### config.mk
export PLATFORM = sky130hd
export DESIGN_NAME = tgi_blend
export DESIGN_NICKNAME = d
export VERILOG_FILES = /design/src/hw/rtl/tgi_pkg.sv /design/src/hw/rtl/tgi_blend.sv
export SDC_FILE = /design/constraint.sdc
export NUM_CORES = 2
export LEC_CHECK = 0
export BUFFER_PORTS_ARGS = -buffer_cell sky130_fd_sc_hd__buf_2
export CAP_MARGIN = 20
export CORE_UTILIZATION = 30
export DETAILED_ROUTE_END_ITERATION = 8
export PLACE_DENSITY = 0.56
export SYNTH_ARGS = -nofsm -noshare
export SYNTH_HDL_FRONTEND = slang
export SYNTH_SLANG_ARGS = --single-unit
### constraint.sdc
create_clock -name clk -period 8.12 [get_ports clk]
set_input_delay 0.406 -clock clk [delete_from_list [all_inputs] [get_ports clk]]
set_output_delay 0.406 -clock clk [all_outputs]
set_load 0.02 [all_outputs]
### src/hw/rtl/tgi_pkg.sv
// Shared types and constants for the trilinear grid interpolator.
`timescale 1ns / 1ps
`default_nettype none
package tgi_pkg;

    localparam int NODE_W  = 4;
    localparam int FIELD_AW = 3 * NODE_W;
    localparam int FRAC_W  = 17;

    localparam logic [2:0] KIND_LD_X   = 3'd0;
    localparam logic [2:0] KIND_LD_Y   = 3'd1;
    localparam logic [2:0] KIND_LD_Z   = 3'd2;
    localparam logic [2:0] KIND_LD_F   = 3'd3;
    localparam logic [2:0] KIND_QUERY  = 3'd4;

    typedef struct packed {
        logic [2:0]         kind;
        logic [NODE_W-1:0]  node_x;
        logic [NODE_W-1:0]  node_y;
        logic [NODE_W-1:0]  node_z;
        logic signed [31:0] load_word;
        logic signed [31:0] point_x;
        logic signed [31:0] point_y;
        logic signed [31:0] point_z;
    } item_t;

    typedef struct packed {
        logic signed [31:0] interpolated_value;
        logic               in_range;
    } result_t;

endpackage
`default_nettype wire

### src/hw/rtl/tgi_blend.sv
// Linear blend unit: a + floor((b - a) * t + 0.5), two-stage.
`timescale 1ns / 1ps
`default_nettype none
module tgi_blend
    import tgi_pkg::*;
(
    input  wire logic                clk,
    input  wire logic                rst_n,
    input  wire logic                start,
    input  wire logic signed [31:0]  a,
    input  wire logic signed [31:0]  b,
    input  wire logic [FRAC_W-1:0]   t,
    output logic                     done,
    output logic signed [33:0]       res
);

    logic               v1_reg;
    logic               v2_reg;
    logic signed [50:0] prod_reg;
    logic signed [31:0] a_reg;
    logic signed [33:0] res_reg;

    logic signed [32:0] diff;
    logic signed [50:0] rnd;
    logic signed [51:0] sum;

    always_comb
    begin
        diff = 33'(b) - 33'(a);
        rnd  = prod_reg + 51'sd32768;
        sum  = 52'(a_reg) + 52'(rnd >>> 16);
    end

    always_ff @(posedge clk or negedge rst_n)
    begin
        if (!rst_n)
        begin
            v1_reg <= 1'b0;
            v2_reg <= 1'b0;
        end
        else
        begin
            v1_reg <= start;
            v2_reg <= v1_reg;
            if (start)
            begin
                prod_reg <= 51'(diff * $signed({1'b0, t}));
                a_reg    <= a;
            end
            if (v1_reg)
            begin
                res_reg <= sum[33:0];
            end
        end
    end

    assign done = v2_reg;
    assign res  = res_reg;

endmodule
`default_nettype wire

==> results.toml <==
[run_status]
outcome = "finished, violations left"
violations_in_the_final_reports = "setup timing"

[sta]
rsz0062_at_grt = "yes"
setup_viol = 1
clock_skew_ns = 0.0213
final.period_utilization = 1.00
max_slew_margin = 0.372
final_period_minus_worst_setup_slack_ns = 8.15
maxSlewViolCount = 0
worst_slew_pin_slew_ns = 0.943
timing.fmax_ghz = 0.123
timing_hold_violations_final = 0
final_worst_setup_slack_ns = -0.0252

[critical_path]
crit-reg2reg-capture = "res[26]"
cp-startpoint = "a[5]"
critPathRequiredTime_ns = 8.30
critical_path_arrival_ns = 8.33
critPathMaxStageDelay_ns = 0.56
worst-r2r-cell-count = 17
worstSetupStartpointType = "input pin"
critPathMaxFanout = 5
r2r_setup_slack_ns = 2.49
timing.critical_path.to_type = "register"
critical_path.slowest_cell = "or4_4"
cpMostUsedCell = "fa_1"
worst_r2r_startpoint = "prod_reg[19]"
worst_setup_path_endpoint = "prod_reg[48]"
timing.setup.critical_path_class = "input pin to register"

[detailed_routing]
highest_metal_layer_used_by_the_detailed_router = "met4"
detail_route.drc_violations = 0
antenna_left = 0
wire_per_inst_um = 16.6
detail_route.first_pass.iterations = 5
wl_met2_um = 38800
detail_route.wirelength_um = 73600
detailroute.wirelength.met3_um = 2350
dr.first_iter.drc_count = 878
vias_per_cell = 4.55
drt-met1-wl_um = 31200
num_vias = 20200

[hold_path]
worst_hold_path_type = "input pin to register"

[logic_synthesis]
synth-edff-count = 101
syn_avg_cell_area_um2 = 9.11
synthesis.nets = 3684
syn_inst = 2895
ys_seq_area_frac = 0.117
synth_cell_type_count = 68
number_of_flip_flops_and_latches_in_the_synthesized_netlist = 103
yosys_most_used_dff = "edfxtp_1"
syn-cell-area_mm2 = 0.0264
synthesis.yosys.warnings = 0
async_set_or_reset_flop_fraction_in_the_synthesized_netlist = 0.0194

[global_route]
via_count_of_the_first_global_routing_pass = 21700
grt_pass1_wl_um = 120000
grt.total_usage = 0.172
grt_remaining_overflow = 0
grt_max_degree = 68
antenna_found_initial = 3

[floorplan]
io_pins = 119
initial_core_util = 0.304
core_region_area_mm2 = 0.0869
die-height_um = 299
fp.dieW_um = 299
placementRows = 108
dieArea_mm2 = 0.0892

[final_layout]
drive_gt1_frac = 0.209
finish.net_count = 4072
area_growth_syn_to_layout_pct = 22.4
final_cell_count_no_fill = 4444
largest_register_ffs = 35

[placed_design]
place_inst = 4393
detailed_place_hpwl_um = 61700
io_buffer_count = 118
place_congestion = 0.844

[clock_network]
clock_insertion_delay_worst_skew_ns = 0.41
tritoncts_clock_tree = "built"
htree_levels = 3
cts.path.max_buffers = 2
cts_root_buf = "clkbuf_16"
cts_buffers = 9
clock_sink_count = 103
cts.reportedPaths.clkPinSlew_ns = 0.10

[job]
max-cap-violations = 0
[worst min path at each step]
stage,depth (start not counted),end,start,slack [ns]
2_1_floorplan,0,done,rst_n,0.11
3_3_place_gp,1,done,rst_n,0.20
3_5_place_dp,1,done,rst_n,0.21
4_1_cts,1,v1_reg,start,0.09
5_1_grt,1,v1_reg,start,0.11
6_report,1,v1_reg,start,0.11
[timing repair]
item	in CTS	in global routing
setup endpoints to repair	21	21
gates cloned	0	0
hold buffers	1	0
setup buffers	13	22
pin swaps	70	118
hold endpoints to repair	2	0
resized for setup	92	117
[layout by cell type, fill, tap and decap left out, drive strengths merged, types with 3 or more instances in the layout]
master,n
nor3,28
ha,180
or2,3
xor2,29
maj3,5
xnor2,99
a211oi,9
nor4,11
a21oi,82
and2,276
or3,5
clkbuf,9
nand3,75
a21boi,3
o211ai,12
a21o,42
o21ai,48
fa,525
and4,3
clkinv,5
nor2,86
nand4,17
inv,680
a221oi,6
edfxtp,101
a31oi,19
a311oi,5
and3,18
mux2i,6
nand2,289
o31ai,3
o21a,16
nor2b,23
or4,3
o311ai,8
buf,493
nand2b,24
o21bai,15
[synth_stat cells, types with 11 or more instances]
library cell	n	area [µm²]
a21o_1	42	315
o21ai_0	44	220
xor2_1	29	254
o21bai_1	15	113
o21a_1	16	120
nand2_1	289	1080
nor4_1	11	68.8
nor3_1	27	135
edfxtp_1	101	3030
ha_1	180	2250
inv_1	676	2540
and2_1	276	1730
xnor2_1	99	867
nand4_1	17	106
nand3_1	75	375
o211ai_1	12	90.1
nor2b_1	23	144
nand2b_1	24	150
and3_1	18	113
nor2_1	85	319
fa_1	525	10500
a31oi_1	19	119
clkbuf_1	105	394
a21oi_1	82	410
[routing by layer]
metal  global-route usage  vias up
li1                     -     9606
met1                0.215    10200
met2                0.318      313
met3               0.0174       62
met4               0.0372        0
met5                    0        -
[per-stage QoR]
stage / instance area [µm²] / setup TNS [ns] / hold slack [ns] / setup WS [ns] / utilization
6_report: 32300 / -0.0252 / 0.109 / -0.0252 / 0.372
4_1_cts: 31600 / -0.0389 / 0.0914 / -0.0203 / 0.363
2_1_floorplan: 26400 / 0 / 0.110 / 0.00148 / -
5_1_grt: 32300 / -1.20 / 0.111 / -0.228 / 0.372
3_3_place_gp: 30700 / -18.74 / 0.204 / -1.06 / 0.353
3_5_place_dp: 30700 / -19.77 / 0.205 / -1.13 / 0.353
[layout make-up]
class,count,area [µm²]
Inverter,678,2550
Clock inverter,7,93.8
Timing Repair Buffer,495,3690
Tap cell,1155,1450
Sequential cell,103,3080
Fill cell,8792,54600
Antenna cell,1,2.50
Multi-Input combinational cell,1996,21200
Clock buffer,9,225
[logic make-up after synthesis]
family,Yosys count,share of synthesized area
AO/OA/AOI/OAI,287,0.0730
adder cells (fa/ha/maj),710,0.486
AND/OR/NAND/NOR,865,0.166
multiplexers,6,0.00228
XOR/XNOR,128,0.0425
buffers and inverters,796,0.114
flip-flops,103,0.117
[worst max-delay path, delay by kind of cell]
| family | cells | cell delay (ns) |
|---|---|---|
| compound gates | 9 | 1.89 |
| xor+xnor | 1 | 0.12 |
| fa+ha+maj | 8 | 3.46 |
| buf+inv | 10 | 0.95 |
| simple gates | 6 | 1.48 |
Power is left out: the tool's default activity adds up to more than one toggle a clock period on the data nets, which glitch-free logic cannot reach.
