--- config.mk ---
export PLATFORM = sky130hd
export DESIGN_NAME = tgi_frac
export DESIGN_NICKNAME = d
export VERILOG_FILES = /design/src/hw/rtl/tgi_pkg.sv /design/src/hw/rtl/tgi_frac.sv
export SDC_FILE = /design/constraint.sdc
export NUM_CORES = 1
export LEC_CHECK = 0
export BUFFER_PORTS_ARGS = -buffer_cell sky130_fd_sc_hd__buf_2
export CAP_MARGIN = 25
export CORE_MARGIN = 2
export CORE_UTILIZATION = 38
export DETAILED_ROUTE_END_ITERATION = 6
export HOLD_SLACK_MARGIN = 0.1
export PLACE_DENSITY_LB_ADDON = 0.12
export SYNTH_ARGS = -nofsm -noshare
export SYNTH_HDL_FRONTEND = slang
export SYNTH_SLANG_ARGS = --single-unit
--- constraint.sdc ---
create_clock -name clk -period 4.3 [get_ports clk]
set_clock_uncertainty 0.1 [all_clocks]
set_input_delay 0.645 -clock clk [delete_from_list [all_inputs] [get_ports clk]]
set_output_delay 0.645 -clock clk [all_outputs]
set_load 0.02 [all_outputs]
--- src/hw/rtl/tgi_pkg.sv ---
// Shared types and constants for the trilinear grid interpolator.
`timescale 1ns / 1ps
`default_nettype none
package tgi_pkg;

    localparam int NODE_W  = 4;
    localparam int FIELD_AW = 3 * NODE_W;
    localparam int FRAC_W  = 17;

    localparam logic [2:0] KIND_LD_X   = 3'd0;
    localparam logic [2:0] KIND_LD_Y   = 3'd1;
    localparam logic [2:0] KIND_LD_Z   = 3'd2;
    localparam logic [2:0] KIND_LD_F   = 3'd3;
    localparam logic [2:0] KIND_QUERY  = 3'd4;

    typedef struct packed {
        logic [2:0]         kind;
        logic [NODE_W-1:0]  node_x;
        logic [NODE_W-1:0]  node_y;
        logic [NODE_W-1:0]  node_z;
        logic signed [31:0] load_word;
        logic signed [31:0] point_x;
        logic signed [31:0] point_y;
        logic signed [31:0] point_z;
    } item_t;

    typedef struct packed {
        logic signed [31:0] interpolated_value;
        logic               in_range;
    } result_t;

endpackage
`default_nettype wire

--- src/hw/rtl/tgi_frac.sv ---
// Cell fraction unit: clamp(num * 2^16 / den, 0, 1.0), restoring, one bit per cycle.
`timescale 1ns / 1ps
`default_nettype none
module tgi_frac
    import tgi_pkg::*;
(
    input  wire logic                clk,
    input  wire logic                rst_n,
    input  wire logic                start,
    input  wire logic signed [32:0]  num,
    input  wire logic signed [32:0]  den,
    output logic                     done,
    output logic [FRAC_W-1:0]        frac
);

    logic              busy_reg;
    logic [3:0]        step_reg;
    logic [33:0]       rem_reg;
    logic [33:0]       den_reg;
    logic [15:0]       q_reg;
    logic              done_reg;
    logic [FRAC_W-1:0] frac_reg;

    logic [33:0] r2;
    logic        ge;
    logic [15:0] q_next;

    always_comb
    begin
        r2     = {rem_reg[32:0], 1'b0};
        ge     = (r2 >= den_reg);
        q_next = {q_reg[14:0], ge};
    end

    always_ff @(posedge clk or negedge rst_n)
    begin
        if (!rst_n)
        begin
            busy_reg <= 1'b0;
            done_reg <= 1'b0;
        end
        else
        begin
            done_reg <= 1'b0;
            if (start)
            begin
                step_reg <= '0;
                q_reg    <= '0;
                rem_reg  <= 34'(num);
                den_reg  <= 34'(den);
                if (den <= 0 || num <= 0)
                begin
                    frac_reg <= '0;
                    done_reg <= 1'b1;
                end
                else if (num >= den)
                begin
                    frac_reg <= FRAC_W'(1 << 16);
                    done_reg <= 1'b1;
                end
                else
                begin
                    busy_reg <= 1'b1;
                end
            end
            else if (busy_reg)
            begin
                rem_reg  <= ge ? (r2 - den_reg) : r2;
                q_reg    <= q_next;
                step_reg <= step_reg + 4'd1;
                if (step_reg == 4'd15)
                begin
                    busy_reg <= 1'b0;
                    done_reg <= 1'b1;
                    frac_reg <= {1'b0, q_next};
                end
            end
        end
    end

    assign done = done_reg;
    assign frac = frac_reg;

endmodule
`default_nettype wire

==> results of run 1 <==
-- cells in the final DEF, fill, tap and decap left out, drive strengths merged, types with 20 or more instances in the layout --
master    n
a21o     24
ha       68
a21oi    48
nand3b   20
mux2i    21
edfxtp  102
nor2b    25
buf      93
nor2     51
o311ai   20
inv      82
nand2    51
o21ai    35
-- cells in the mapped netlist, types with 7 or more instances --
library cell and count:
sky130_fd_sc_hd__ha_1 68, sky130_fd_sc_hd__a21oi_1 47, sky130_fd_sc_hd__mux2i_1 21, sky130_fd_sc_hd__nor2b_1 25
sky130_fd_sc_hd__o311ai_0 18, sky130_fd_sc_hd__a21o_1 22, sky130_fd_sc_hd__o21ai_0 32, sky130_fd_sc_hd__clkbuf_1 17
sky130_fd_sc_hd__nand3b_1 20, sky130_fd_sc_hd__nand4_1 18, sky130_fd_sc_hd__xor2_1 15, sky130_fd_sc_hd__nor3_1 10
sky130_fd_sc_hd__nand3_1 12, sky130_fd_sc_hd__edfxtp_1 102, sky130_fd_sc_hd__inv_1 78, sky130_fd_sc_hd__nand2b_1 7
sky130_fd_sc_hd__xnor2_1 16, sky130_fd_sc_hd__nand2_1 51, sky130_fd_sc_hd__nor2_1 50, sky130_fd_sc_hd__nor4_1 19
-- cell families after synthesis --
family,share of synthesized area
adder cells (fa/ha/maj),0.116
buffers and inverters,0.0722
AO/OA/AOI/OAI,0.158
flip-flops,0.416
XOR/XNOR,0.0363
AND/OR/NAND/NOR,0.168
multiplexers,0.0341
-- worst reg2reg max path: stages, from the launching register on --
cell,delay [ns]
sky130_fd_sc_hd__edfxtp_1,0.40
sky130_fd_sc_hd__ha_1,0.44
sky130_fd_sc_hd__and3_4,0.25
sky130_fd_sc_hd__a221oi_4,0.30
sky130_fd_sc_hd__a211oi_1,0.11
sky130_fd_sc_hd__or3_4,0.37
sky130_fd_sc_hd__o21ai_2,0.17
sky130_fd_sc_hd__a21oi_2,0.11
sky130_fd_sc_hd__a31oi_4,0.53
sky130_fd_sc_hd__mux2_2,0.40
sky130_fd_sc_hd__mux2_2,0.25
-- power groups by stage --
stage	logic, uW	clock network, uW	registers (uW)
2_1_floorplan	863	0	1340
3_3_place_gp	1110	0	1340
5_1_grt	1250	964	1330
6_report	1130	902	1310
3_5_place_dp	1120	0	1340
4_1_cts	1130	926	1320
-- layer usage --
| layer | vias up | GRT usage |
|---|---|---|
| met1 | 2773 | 0.260 |
| li1 | 2904 | - |
| met4 | 0 | 0.0654 |
| met3 | 25 | 0.0311 |
| met5 | - | 0 |
| met2 | 132 | 0.289 |
-- stage by stage --
stage / total power (uW) / util / hold slack, ns
global route: 3540 / 0.433 / 0.171
CTS: 3370 / 0.433 / 0.150
finish: 3340 / 0.433 / 0.160
floorplan: 2200 / - / 0.249
global placement: 2440 / 0.416 / 0.449
detailed placement: 2460 / 0.416 / 0.456
-- final cells by class --
class / instances / share of cell area
Multi-Input combinational cell: 531 / 0.457
Sequential cell: 104 / 0.371
Timing Repair Buffer: 93 / 0.0593
Tap cell: 265 / 0.0395
Inverter: 78 / 0.0349
Clock buffer: 9 / 0.0268
Clock inverter: 7 / 0.0110
-- worst min path at each step --
stage	slack, ns	to	cells after the start	start
after detailed placement	0.46	frac[15]	1	q_reg[14]
after global routing	0.17	done	1	rst_n
final	0.16	done	1	rst_n
after CTS	0.15	busy_reg	1	rst_n
after global placement	0.45	frac[15]	1	q_reg[14]
after floorplan	0.25	busy_reg	0	rst_n
==> out/qor.json, run 1 <==
{
  "power": {
    "power_frac_comb": 0.337,
    "leakage_uw": 0.00361,
    "vdd.ir_drop.worst_mv": 0.191,
    "switching_power_uw": 1150,
    "seq_power_share": 0.393,
    "intPower_uw": 2190,
    "net_sw_frac": 0.344,
    "power.density_cell_area_nw_per_um2": 398,
    "pwr-share-clk": 0.270
  },
  "die": {
    "floorplan.rows": 51,
    "die_w_um": 144,
    "coreArea_um2": 19400,
    "effective_utilization_at_floorplan": 0.386,
    "dieHeight_um": 144,
    "io_pins": 87,
    "floorplan_die_area_um2": 20800
  },
  "sta": {
    "final_period_util": 0.850,
    "max_slew_margin": 0.400,
    "period_needed_ns": 3.65,
    "timing_worst_slew_pin_value_ns": 0.901,
    "final-hold-violation-count": 0,
    "setup-tns-final_ns": 0,
    "rsz0062_at_grt": "false",
    "setup_viol": 0,
    "postLayoutSetupSlackWorst_ns": 0.647,
    "maxClockFrequency_mhz": 274,
    "final_max_slew_viol_count": 0
  },
  "critical_path": {
    "path_buf_inv": 0,
    "critical_path_class": "reg2reg",
    "critical_path.reg2reg.endpoint": "rem_reg[21]",
    "timing.critical_path.cells": "ha_1, and3_4, a221oi_4, a211oi_1, or3_4, o21ai_2, a21oi_2, a31oi_4, mux2_2, mux2_2",
    "reg2reg_slack_ns": 0.65,
    "timing.critical_path.depth": 10,
    "setup.worst_path.end": "rem_reg[21]",
    "timing.critical_path.slowest_stage_cell": "sky130_fd_sc_hd__a31oi_4",
    "required_ns": 4.32,
    "worst-path-max-fanout": 16,
    "critPathLaunch": "rem_reg[6]",
    "critical_path.endpoint_type": "flop",
    "reg2regPathDepth": 10,
    "critPathLaunchType": "flop",
    "cpLargestDelayFamily": "compound AO/OA/AOI/OAI gates",
    "path_common_cell": "sky130_fd_sc_hd__mux2_2",
    "r2r_start": "rem_reg[6]",
    "timing.critical_path.arrival_ns": 3.67,
    "slowest_delay_ns": 0.52
  },
  "cts": {
    "path_clk_slew_ns": 0.08,
    "cts.hold.buffers_added": 0,
    "clock-sinks": 104,
    "cts_buffer_depth": 2,
    "clk-insertion-delay-late_ns": 0.36,
    "post-cts-setup-buffer-count": 0,
    "numCtsBuffers": 9,
    "root_driver": "sky130_fd_sc_hd__clkbuf_16",
    "h-tree-depth": 3,
    "clock_tree_from_tritoncts": "yes",
    "post_cts.resized_instances": 0
  },
  "final_layout": {
    "layout-drive-gt1-share": 0.163,
    "layout.cells.non_filler": 1087,
    "fillerInstances": 1936,
    "finalInstanceArea_um2": 8390,
    "layout.area.seq_um2": 3110,
    "final_nets": 955,
    "antenna_cells_inserted": 0,
    "areaGrowthSynthToFinish_pct": 12.1,
    "multiInputGateArea_um2": 3840
  },
  "route": {
    "post_drt_wl_per_cell_um": 17.4,
    "first_iter_violations": 388,
    "routed-via-count": 5834,
    "avgViaCountPerCell": 5.37,
    "wl_met3_um": 795,
    "dr.pass1.iters": 4,
    "postRouteWirelength_um": 19000,
    "post-route-drc-count": 0,
    "wl_met2_um": 8550,
    "wl_met1_um": 9130,
    "detail-route-antenna-nets": 0,
    "topRoutingLayerUsed": "met4"
  },
  "yosys": {
    "synth.yosys.warnings": 0,
    "post_synth.cell_area_avg_um2": 10.0,
    "nets_in_the_synthesized_netlist": 885,
    "ys_seq_elements": 104,
    "synth-seq-area-share": 0.416,
    "largest_area_contributor_in_the_netlist": "sky130_fd_sc_hd__edfxtp_1",
    "fraction_of_post_synthesis_cell_area_in_the_top_cell_type_by_area": 0.409,
    "synth_enable_flop_cells": 102,
    "synth_cells": 747,
    "async_flop_share": 0.0192,
    "dominantRegCellSynth": "sky130_fd_sc_hd__edfxtp_1",
    "ys_types": 71,
    "synth.top_cells.by_area": "sky130_fd_sc_hd__edfxtp_1 (41%), sky130_fd_sc_hd__ha_1 (11%), sky130_fd_sc_hd__inv_1 (3.9%)",
    "post_synth_instance_area_um2": 7490
  },
  "grt": {
    "gr-total-overflow": 0,
    "first_global_vias": 5602,
    "globalRouteTotalUtil": 0.185,
    "grt_pass1_wl_um": 29600,
    "grt_max_degree": 77,
    "antenna_found_initial": 0
  },
  "placed_design": {
    "io_buffer_count": 86,
    "detailedPlacementHpwl_um": 14600,
    "pre_cts_setup_slack_ns": 0.439,
    "postPlaceCellArea_um2": 8070,
    "place.gp.congestion": 0.854,
    "place.detailed.instances": 1071
  },
  "hold_path": {
    "hold_path.class": "in2async"
  },
  "status": {
    "run_status": "finished clean"
  },
  "job": {
    "drv_cap": 0
  }
}
No activity file was read; power rests on OpenSTA's default activity.
==> run 2: changes to the inputs <==
==> constraint.sdc (replaced) <==
create_clock -name clk -period 3.5 [get_ports clk]
set_clock_uncertainty 0.1 [all_clocks]
set_input_delay 0.525 -clock clk [delete_from_list [all_inputs] [get_ports clk]]
set_output_delay 0.525 -clock clk [all_outputs]
set_load 0.02 [all_outputs]
==> run 2 against run 1 <==
Net effect:
- global-route usage increased by 0.53 points
- maximum frequency increased by 13%
- worst hold slack improved by 0.11 ns
- sequential cell count unchanged
- die area unchanged
- wire length increased by 1.4%
- via count increased by 0.87%
==> out/qor.json, run 2 (synthesis gave the netlist of run 1 again) <==
{
  "sta": {
    "rsz0062_at_grt": {"value": "false", "change": "unchanged"},
    "setup_viol": {"value": 0, "change": "unchanged"},
    "timing_worst_slew_pin_value": {"value": 0.744, "unit": "ns", "change": "was 0.901 ns"},
    "period_needed": {"value": 3.24, "unit": "ns", "change": "was 3.65 ns"},
    "final-hold-violation-count": {"value": 0, "change": "unchanged"},
    "postLayoutSetupSlackWorst": {"value": 0.259, "unit": "ns", "change": "was 0.647 ns"},
    "final_period_util": {"value": 0.926, "change": "was 0.850"},
    "final_max_slew_viol_count": {"value": 0, "change": "unchanged"},
    "setup-tns-final": {"value": 0, "unit": "ns", "change": "unchanged"},
    "maxClockFrequency": {"value": 309, "unit": "MHz", "change": "was 274 MHz"},
    "max_slew_margin": {"value": 0.504, "change": "was 0.400"}
  },
  "cts": {
    "post-cts-setup-buffer-count": {"value": 0, "change": "unchanged"},
    "numCtsBuffers": {"value": 9, "change": "unchanged"},
    "clk-insertion-delay-late": {"value": 0.36, "unit": "ns", "change": "about the same"},
    "path_clk_slew": {"value": 0.08, "unit": "ns", "change": "about the same"},
    "clock_tree_from_tritoncts": {"value": "yes", "change": "unchanged"},
    "cts_buffer_depth": {"value": 2, "change": "unchanged"},
    "h-tree-depth": {"value": 3, "change": "unchanged"},
    "clock-sinks": {"value": 104, "change": "unchanged"},
    "root_driver": {"value": "sky130_fd_sc_hd__clkbuf_16", "change": "unchanged"}
  },
  "route": {
    "routed-via-count": {"value": 5885, "change": "was 5834"},
    "dr.pass1.iters": {"value": 4, "change": "unchanged"},
    "avgViaCountPerCell": {"value": 5.35, "change": "was 5.37"},
    "post-route-drc-count": {"value": 0, "change": "unchanged"},
    "post_drt_wl_per_cell": {"value": 17.5, "unit": "um", "change": "was 17.4 um"},
    "first_iter_violations": {"value": 362, "change": "was 388"},
    "postRouteWirelength": {"value": 19200, "unit": "um", "change": "was 19000 um"},
    "detail-route-antenna-nets": {"value": 0, "change": "unchanged"}
  },
  "hold_path": {
    "hold_path.class": {"value": "in2reg", "change": "was in2async"}
  },
  "final_layout": {
    "finalInstanceArea": {"value": 8480, "unit": "um2", "change": "was 8390 um2"},
    "areaGrowthSynthToFinish": {"value": 13.3, "unit": "%", "change": "was 12.1%"},
    "fillerInstances": {"value": 1930, "change": "was 1936"},
    "layout.cells.most_common": {"value": "sky130_fd_sc_hd__edfxtp_1", "change": "unchanged"},
    "final_nets": {"value": 968, "change": "was 955"},
    "most-common-layout-cells": {"value": "sky130_fd_sc_hd__edfxtp_1 (102), sky130_fd_sc_hd__buf_2 (85), sky130_fd_sc_hd__inv_1 (78)", "change": "unchanged"},
    "antenna_cells_inserted": {"value": 0, "change": "unchanged"},
    "layout-drive-gt1-share": {"value": 0.176, "change": "was 0.163"}
  },
  "status": {
    "run_status": {"value": "finished clean", "change": "unchanged"}
  },
  "die": {
    "floorplan.rows": {"value": 51, "change": "unchanged"},
    "dieHeight": {"value": 144, "unit": "um", "change": "unchanged"},
    "floorplan_die_area": {"value": 20800, "unit": "um2", "change": "unchanged"},
    "io_pins": {"value": 87, "change": "unchanged"},
    "coreArea": {"value": 19400, "unit": "um2", "change": "unchanged"},
    "die_w": {"value": 144, "unit": "um", "change": "unchanged"},
    "effective_utilization_at_floorplan": {"value": 0.386, "change": "unchanged"}
  },
  "power": {
    "leakage": {"value": 0.00367, "unit": "uW", "change": "was 0.00361 uW"},
    "vdd.ir_drop.worst": {"value": 0.234, "unit": "mV", "change": "was 0.191 mV"},
    "power.density_cell_area": {"value": 475, "unit": "nW/um2", "change": "was 398 nW/um2"}
  },
  "placed_design": {
    "io_buffer_count": {"value": 86, "change": "unchanged"},
    "postPlaceCellArea": {"value": 8180, "unit": "um2", "change": "was 8070 um2"},
    "detailedPlacementHpwl": {"value": 15200, "unit": "um", "change": "was 14600 um"},
    "pre_cts_setup_slack": {"value": -0.207, "unit": "ns", "change": "was 0.439 ns"},
    "place.gp.congestion": {"value": 0.875, "change": "was 0.854"}
  },
  "critical_path": {
    "worst-path-max-fanout": {"value": 26, "change": "was 16"},
    "critical_path.endpoint_type": {"value": "flop", "change": "unchanged"},
    "required": {"value": 3.48, "unit": "ns", "change": "was 4.32 ns"},
    "reg2reg_slack": {"value": 0.26, "unit": "ns", "change": "was 0.65 ns"},
    "timing.critical_path.arrival": {"value": 3.22, "unit": "ns", "change": "was 3.67 ns"},
    "critPathLaunchType": {"value": "flop", "change": "unchanged"},
    "critical_path_class": {"value": "reg2reg", "change": "unchanged"}
  },
  "grt": {
    "grt_max_degree": {"value": 76, "change": "was 77"},
    "first_global_vias": {"value": 5855, "change": "was 5602"},
    "antenna_found_initial": {"value": 1, "change": "was 0"},
    "globalRouteTotalUtil": {"value": 0.190, "change": "was 0.185"},
    "grt_pass1_wl": {"value": 30600, "unit": "um", "change": "was 29600 um"},
    "gr-total-overflow": {"value": 0, "change": "unchanged"}
  },
  "job": {
    "drv_cap": {"value": 0, "change": "unchanged"}
  }
}
==> run 2: cell count changes in the layout (fill, tap and decap cells not counted), sizes merged <==
| cell | previous run | this run |
|---|---|---|
| dlygate4sd3 | 0 | 1 |
| clkinv | 2 | 4 |
| inv | 82 | 81 |
| bufinv | 1 | 0 |
| buf | 93 | 105 |
==> run 2: per-layer routing <==
layer | global-route usage | wire (um)
met2 | 0.313 | 8980
met3 | 0.0361 | 711
met1 | 0.257 | 9170
met5 | 0 | 8
met4 | 0.0516 | 352
==> run 2: worst paths after layout <==
| path | start | depth (start not counted) | end |
|---|---|---|---|
| max in group asynchronous | rst_n | 3 | busy_reg |
| max reg2reg | rem_reg[0] | 12 | rem_reg[26] |
| min in group asynchronous | rst_n | 3 | done |
| min reg2reg | q_reg[14] | 1 | frac[15] |
| min | den[22] | 1 | den_reg[22] |
| max | rem_reg[0] | 12 | rem_reg[26] |
==> run 2: final cells by class <==
type	count	area, um2	share of cell area
Clock buffer	9	225	0.0265
Clock inverter	7	65.1	0.00767
Inverter	78	293	0.0345
Multi-Input combinational cell	531	3840	0.453
Sequential cell	104	3110	0.367
Tap cell	265	332	0.0391
Timing Repair Buffer	106	611	0.0720
==> run 2: where the power goes <==
group          internal [uW]  switching, uW  leakage, uW  total, uW
Clock                    499            509     0.000144       1010
Sequential              1550           68.5      0.00101       1620
Combinational            589            818      0.00251       1410
==> run 2: what timing repair did <==
| action | CTS | global route |
|---|---|---|
| hold endpoints to repair | 2 | 0 |
| endpoints found under the setup margin | 0 | 17 |
| hold buffers | 1 | 0 |
| resized for setup | 0 | 1 |
==> run 2: critical path: stages, from the launching register on <==
cell,delay [ns]
sky130_fd_sc_hd__edfxtp_1,0.41
sky130_fd_sc_hd__inv_1,0.12
sky130_fd_sc_hd__fa_1,0.21
sky130_fd_sc_hd__and2b_2,0.24
sky130_fd_sc_hd__o311ai_2,0.30
sky130_fd_sc_hd__a211oi_1,0.13
sky130_fd_sc_hd__or3_4,0.36
sky130_fd_sc_hd__o21ai_2,0.15
sky130_fd_sc_hd__a21oi_2,0.10
sky130_fd_sc_hd__a31oi_4,0.22
sky130_fd_sc_hd__buf_4,0.31
sky130_fd_sc_hd__mux2i_1,0.22
sky130_fd_sc_hd__o21ai_0,0.09
==> run 2: per-stage QoR <==
| stage | total power [uW] | instances | utilization | hold slack, ns |
|---|---|---|---|---|
| after global routing | 4290 | 1100 | 0.437 | 0.261 |
| final | 4030 | 1100 | 0.437 | 0.266 |
| after global placement | 3020 | 1083 | 0.422 | 0.442 |
| after detailed placement | 3050 | 1083 | 0.422 | 0.443 |
| after floorplan | 2700 | 747 | - | 0.129 |
| after CTS | 4070 | 1100 | 0.437 | 0.256 |
==> run 3: changes to the inputs <==
==> constraint.sdc (replaced) <==
create_clock -name clk -period 4.2 [get_ports clk]
set_clock_uncertainty 0.1 [all_clocks]
set_input_delay 0.63 -clock clk [delete_from_list [all_inputs] [get_ports clk]]
set_output_delay 0.63 -clock clk [all_outputs]
set_load 0.02 [all_outputs]
==> run 3 against run 2 <==
Net effect:
- first-iteration DRC count down 7.2%
- power down 17%
- global-route usage is 0.48 points lower
- utilization decreased by 0.55 points
- cell count is 1.1% lower
- count of clock-buffer cells in the layout is the same
- critical path type unchanged
- die area unchanged
- non-clock buffer count fell by 12
- sequential share of layout area up 0.47 points
- setup slack gained 0.22 ns
- critical endpoint is now rem_reg[21]
==> out/qor.json, run 3 (synthesis gave the netlist of run 1 again) <==
{
  "critical_path": {
    "critPathLaunchType": {"value": "flop", "change": "unchanged"},
    "path_common_cell": "sky130_fd_sc_hd__mux2_2",
    "critical_path_class": {"value": "reg2reg", "change": "unchanged"},
    "worst-path-max-fanout": {"value": 15, "change": "was 26"},
    "critical_path.endpoint_type": {"value": "flop", "change": "unchanged"},
    "timing.critical_path.slowest_stage_cell": {"value": "sky130_fd_sc_hd__a31oi_4", "change": "was sky130_fd_sc_hd__edfxtp_1"},
    "required": {"value": 4.21, "unit": "ns", "change": "was 3.48 ns"},
    "timing.critical_path.arrival": {"value": 3.73, "unit": "ns", "change": "was 3.22 ns"},
    "timing.critical_path.cells": {"value": "ha_1, and3_4, a221oi_4, a211oi_1, or3_4, o21ai_2, a21oi_2, a31oi_4, mux2_2, mux2_2", "change": "was inv_1, fa_1, and2b_2, o311ai_2, a211oi_1, or3_4, o21ai_2, a21oi_2, a31oi_4, buf_4, mux2i_1, o21ai_0"},
    "slowest_delay": {"value": 0.49, "unit": "ns", "change": "was 0.41 ns"}
  },
  "final_layout": {
    "layout.cells.most_common": {"value": "sky130_fd_sc_hd__edfxtp_1", "change": "unchanged"},
    "layout-drive-gt1-share": {"value": 0.164, "change": "was 0.176"},
    "areaGrowthSynthToFinish": {"value": 11.8, "unit": "%", "change": "was 13.3%"},
    "most-common-layout-cells": {"value": "sky130_fd_sc_hd__edfxtp_1 (102), sky130_fd_sc_hd__buf_2 (85), sky130_fd_sc_hd__inv_1 (78)", "change": "unchanged"},
    "antenna_cells_inserted": {"value": 0, "change": "unchanged"},
    "finalInstanceArea": {"value": 8380, "unit": "um2", "change": "was 8480 um2"},
    "final_nets": {"value": 956, "change": "was 968"}
  },
  "placed_design": {
    "postPlaceCellArea": {"value": 8080, "unit": "um2", "change": "was 8180 um2"},
    "place.gp.congestion": {"value": 0.832, "change": "was 0.875"},
    "pre_cts_setup_slack": {"value": 0.367, "unit": "ns", "change": "was -0.207 ns"},
    "detailedPlacementHpwl": {"value": 14400, "unit": "um", "change": "was 15200 um"},
    "io_buffer_count": {"value": 86, "change": "unchanged"}
  },
  "power": {
    "leakage": {"value": 0.00360, "unit": "uW", "change": "was 0.00367 uW"},
    "vdd.ir_drop.worst": {"value": 0.175, "unit": "mV", "change": "was 0.234 mV"},
    "power.density_cell_area": {"value": 400, "unit": "nW/um2", "change": "was 475 nW/um2"}
  },
  "sta": {
    "postLayoutSetupSlackWorst": {"value": 0.479, "unit": "ns", "change": "was 0.259 ns"},
    "final_max_slew_viol_count": {"value": 0, "change": "unchanged"},
    "maxClockFrequency": {"value": 269, "unit": "MHz", "change": "was 309 MHz"},
    "setup-tns-final": {"value": 0, "unit": "ns", "change": "unchanged"},
    "final_period_util": {"value": 0.886, "change": "was 0.926"},
    "setup_viol": {"value": 0, "change": "unchanged"},
    "final-hold-violation-count": {"value": 0, "change": "unchanged"},
    "timing_worst_slew_pin_value": {"value": 0.917, "unit": "ns", "change": "was 0.744 ns"},
    "period_needed": {"value": 3.72, "unit": "ns", "change": "was 3.24 ns"},
    "max_slew_margin": {"value": 0.385, "change": "was 0.504"},
    "rsz0062_at_grt": {"value": "false", "change": "unchanged"}
  },
  "die": {
    "floorplan_die_area": {"value": 20800, "unit": "um2", "change": "unchanged"},
    "floorplan.rows": {"value": 51, "change": "unchanged"},
    "coreArea": {"value": 19400, "unit": "um2", "change": "unchanged"},
    "effective_utilization_at_floorplan": {"value": 0.386, "change": "unchanged"},
    "io_pins": {"value": 87, "change": "unchanged"},
    "dieHeight": {"value": 144, "unit": "um", "change": "unchanged"},
    "die_w": {"value": 144, "unit": "um", "change": "unchanged"}
  },
  "route": {
    "routed-via-count": {"value": 5763, "change": "was 5885"},
    "wl_met2": {"value": 8440, "unit": "um", "change": "was 8980 um"},
    "avgViaCountPerCell": {"value": 5.30, "change": "was 5.35"},
    "dr.pass1.iters": {"value": 5, "change": "was 4"},
    "post-route-drc-count": {"value": 0, "change": "unchanged"},
    "wl_met3": {"value": 865, "unit": "um", "change": "was 711 um"},
    "first_iter_violations": {"value": 336, "change": "was 362"},
    "post_drt_wl_per_cell": {"value": 17.3, "unit": "um", "change": "was 17.5 um"},
    "wl_met1": {"value": 9140, "unit": "um", "change": "was 9170 um"},
    "detail-route-antenna-nets": {"value": 0, "change": "unchanged"},
    "topRoutingLayerUsed": {"value": "met4", "change": "was met5"},
    "postRouteWirelength": {"value": 18800, "unit": "um", "change": "was 19200 um"}
  },
  "cts": {
    "post-cts-setup-buffer-count": {"value": 0, "change": "unchanged"},
    "cts_buffer_depth": {"value": 2, "change": "unchanged"},
    "clk-insertion-delay-late": {"value": 0.36, "unit": "ns", "change": "about the same"},
    "h-tree-depth": {"value": 3, "change": "unchanged"},
    "path_clk_slew": {"value": 0.08, "unit": "ns", "change": "about the same"},
    "clock-sinks": {"value": 104, "change": "unchanged"},
    "post_cts.resized_instances": {"value": 0, "change": "unchanged"},
    "cts.hold.buffers_added": {"value": 0, "change": "was 1"},
    "clock_tree_from_tritoncts": {"value": "yes", "change": "unchanged"},
    "root_driver": {"value": "sky130_fd_sc_hd__clkbuf_16", "change": "unchanged"},
    "numCtsBuffers": {"value": 9, "change": "unchanged"}
  },
  "status": {
    "run_status": {"value": "finished clean", "change": "unchanged"}
  },
  "grt": {
    "globalRouteTotalUtil": {"value": 0.186, "change": "was 0.190"},
    "first_global_vias": {"value": 5673, "change": "was 5855"},
    "grt_max_degree": {"value": 76, "change": "unchanged"},
    "gr-total-overflow": {"value": 0, "change": "unchanged"},
    "grt_pass1_wl": {"value": 29800, "unit": "um", "change": "was 30600 um"},
    "antenna_found_initial": {"value": 0, "change": "was 1"}
  },
  "job": {
    "drv_cap": {"value": 0, "change": "unchanged"}
  },
  "hold_path": {
    "hold_path.class": {"value": "in2async", "change": "was in2reg"}
  }
}
run 3: changes by cell type in the layout (fill, tap and decap cells not counted):
cell / previous run / this run
sky130_fd_sc_hd__inv_8: 0 / 2
sky130_fd_sc_hd__nor4_1: 18 / 19
sky130_fd_sc_hd__buf_12: 2 / 1
sky130_fd_sc_hd__dlygate4sd3_1: 1 / 0
sky130_fd_sc_hd__clkinv_4: 2 / 0
sky130_fd_sc_hd__nor4_2: 1 / 0
sky130_fd_sc_hd__inv_6: 3 / 2
sky130_fd_sc_hd__clkinvlp_4: 0 / 1
sky130_fd_sc_hd__buf_4: 18 / 8
run 3: report_power, final:
group / switching, uW / internal (uW) / total (uW)
Sequential: 55.3 / 1290 / 1350
Clock: 434 / 420 / 854
Combinational: 674 / 472 / 1150
run 3: stage by stage:
step                 util  power, uW  cells  hold slack, ns
floorplan               -       2250    747           0.234
global placement    0.417       2500   1072           0.451
detailed placement  0.417       2510   1072           0.454
CTS                 0.432       3370   1088           0.134
global route        0.432       3550   1088           0.153
finish              0.432       3350   1088           0.139
run 3: final timing paths:
kind                             from     endpoint  slack, ns  cells after the start
setup / recovery           rem_reg[6]  rem_reg[21]       0.48                     10
hold / removal                  rst_n         done       0.14                      1
max in group asynchronous       rst_n     busy_reg       3.52                      1
min in group clk               den[9]   den_reg[9]       0.37                      1
hold reg to reg             q_reg[14]     frac[15]       0.48                      1
setup reg to reg           rem_reg[6]  rem_reg[21]       0.48                     10
run 3: final cells by class:
type,instances,area [um2]
Timing Repair Buffer,94,505
Clock inverter,7,68.8
Clock buffer,9,225
Multi-Input combinational cell,531,3840
Inverter,78,293
Tap cell,265,332
Fill cell,1971,11000
Sequential cell,104,3110
run 3: metal layers:
metal,GRT usage,vias to the layer above
li1,-,2895
met1,0.257,2713
met2,0.298,139
met3,0.0291,16
met4,0.0618,0
met5,0,-
run 3: worst max-delay path: cells and delay by family (launching register included):
family / cells / cell delay (ns)
multiplexers: 2 / 0.65
AO/OA/AOI/OAI: 5 / 1.21
AND/OR/NAND/NOR: 2 / 0.64
flip-flops: 1 / 0.41
adder cells (fa/ha/maj): 1 / 0.45
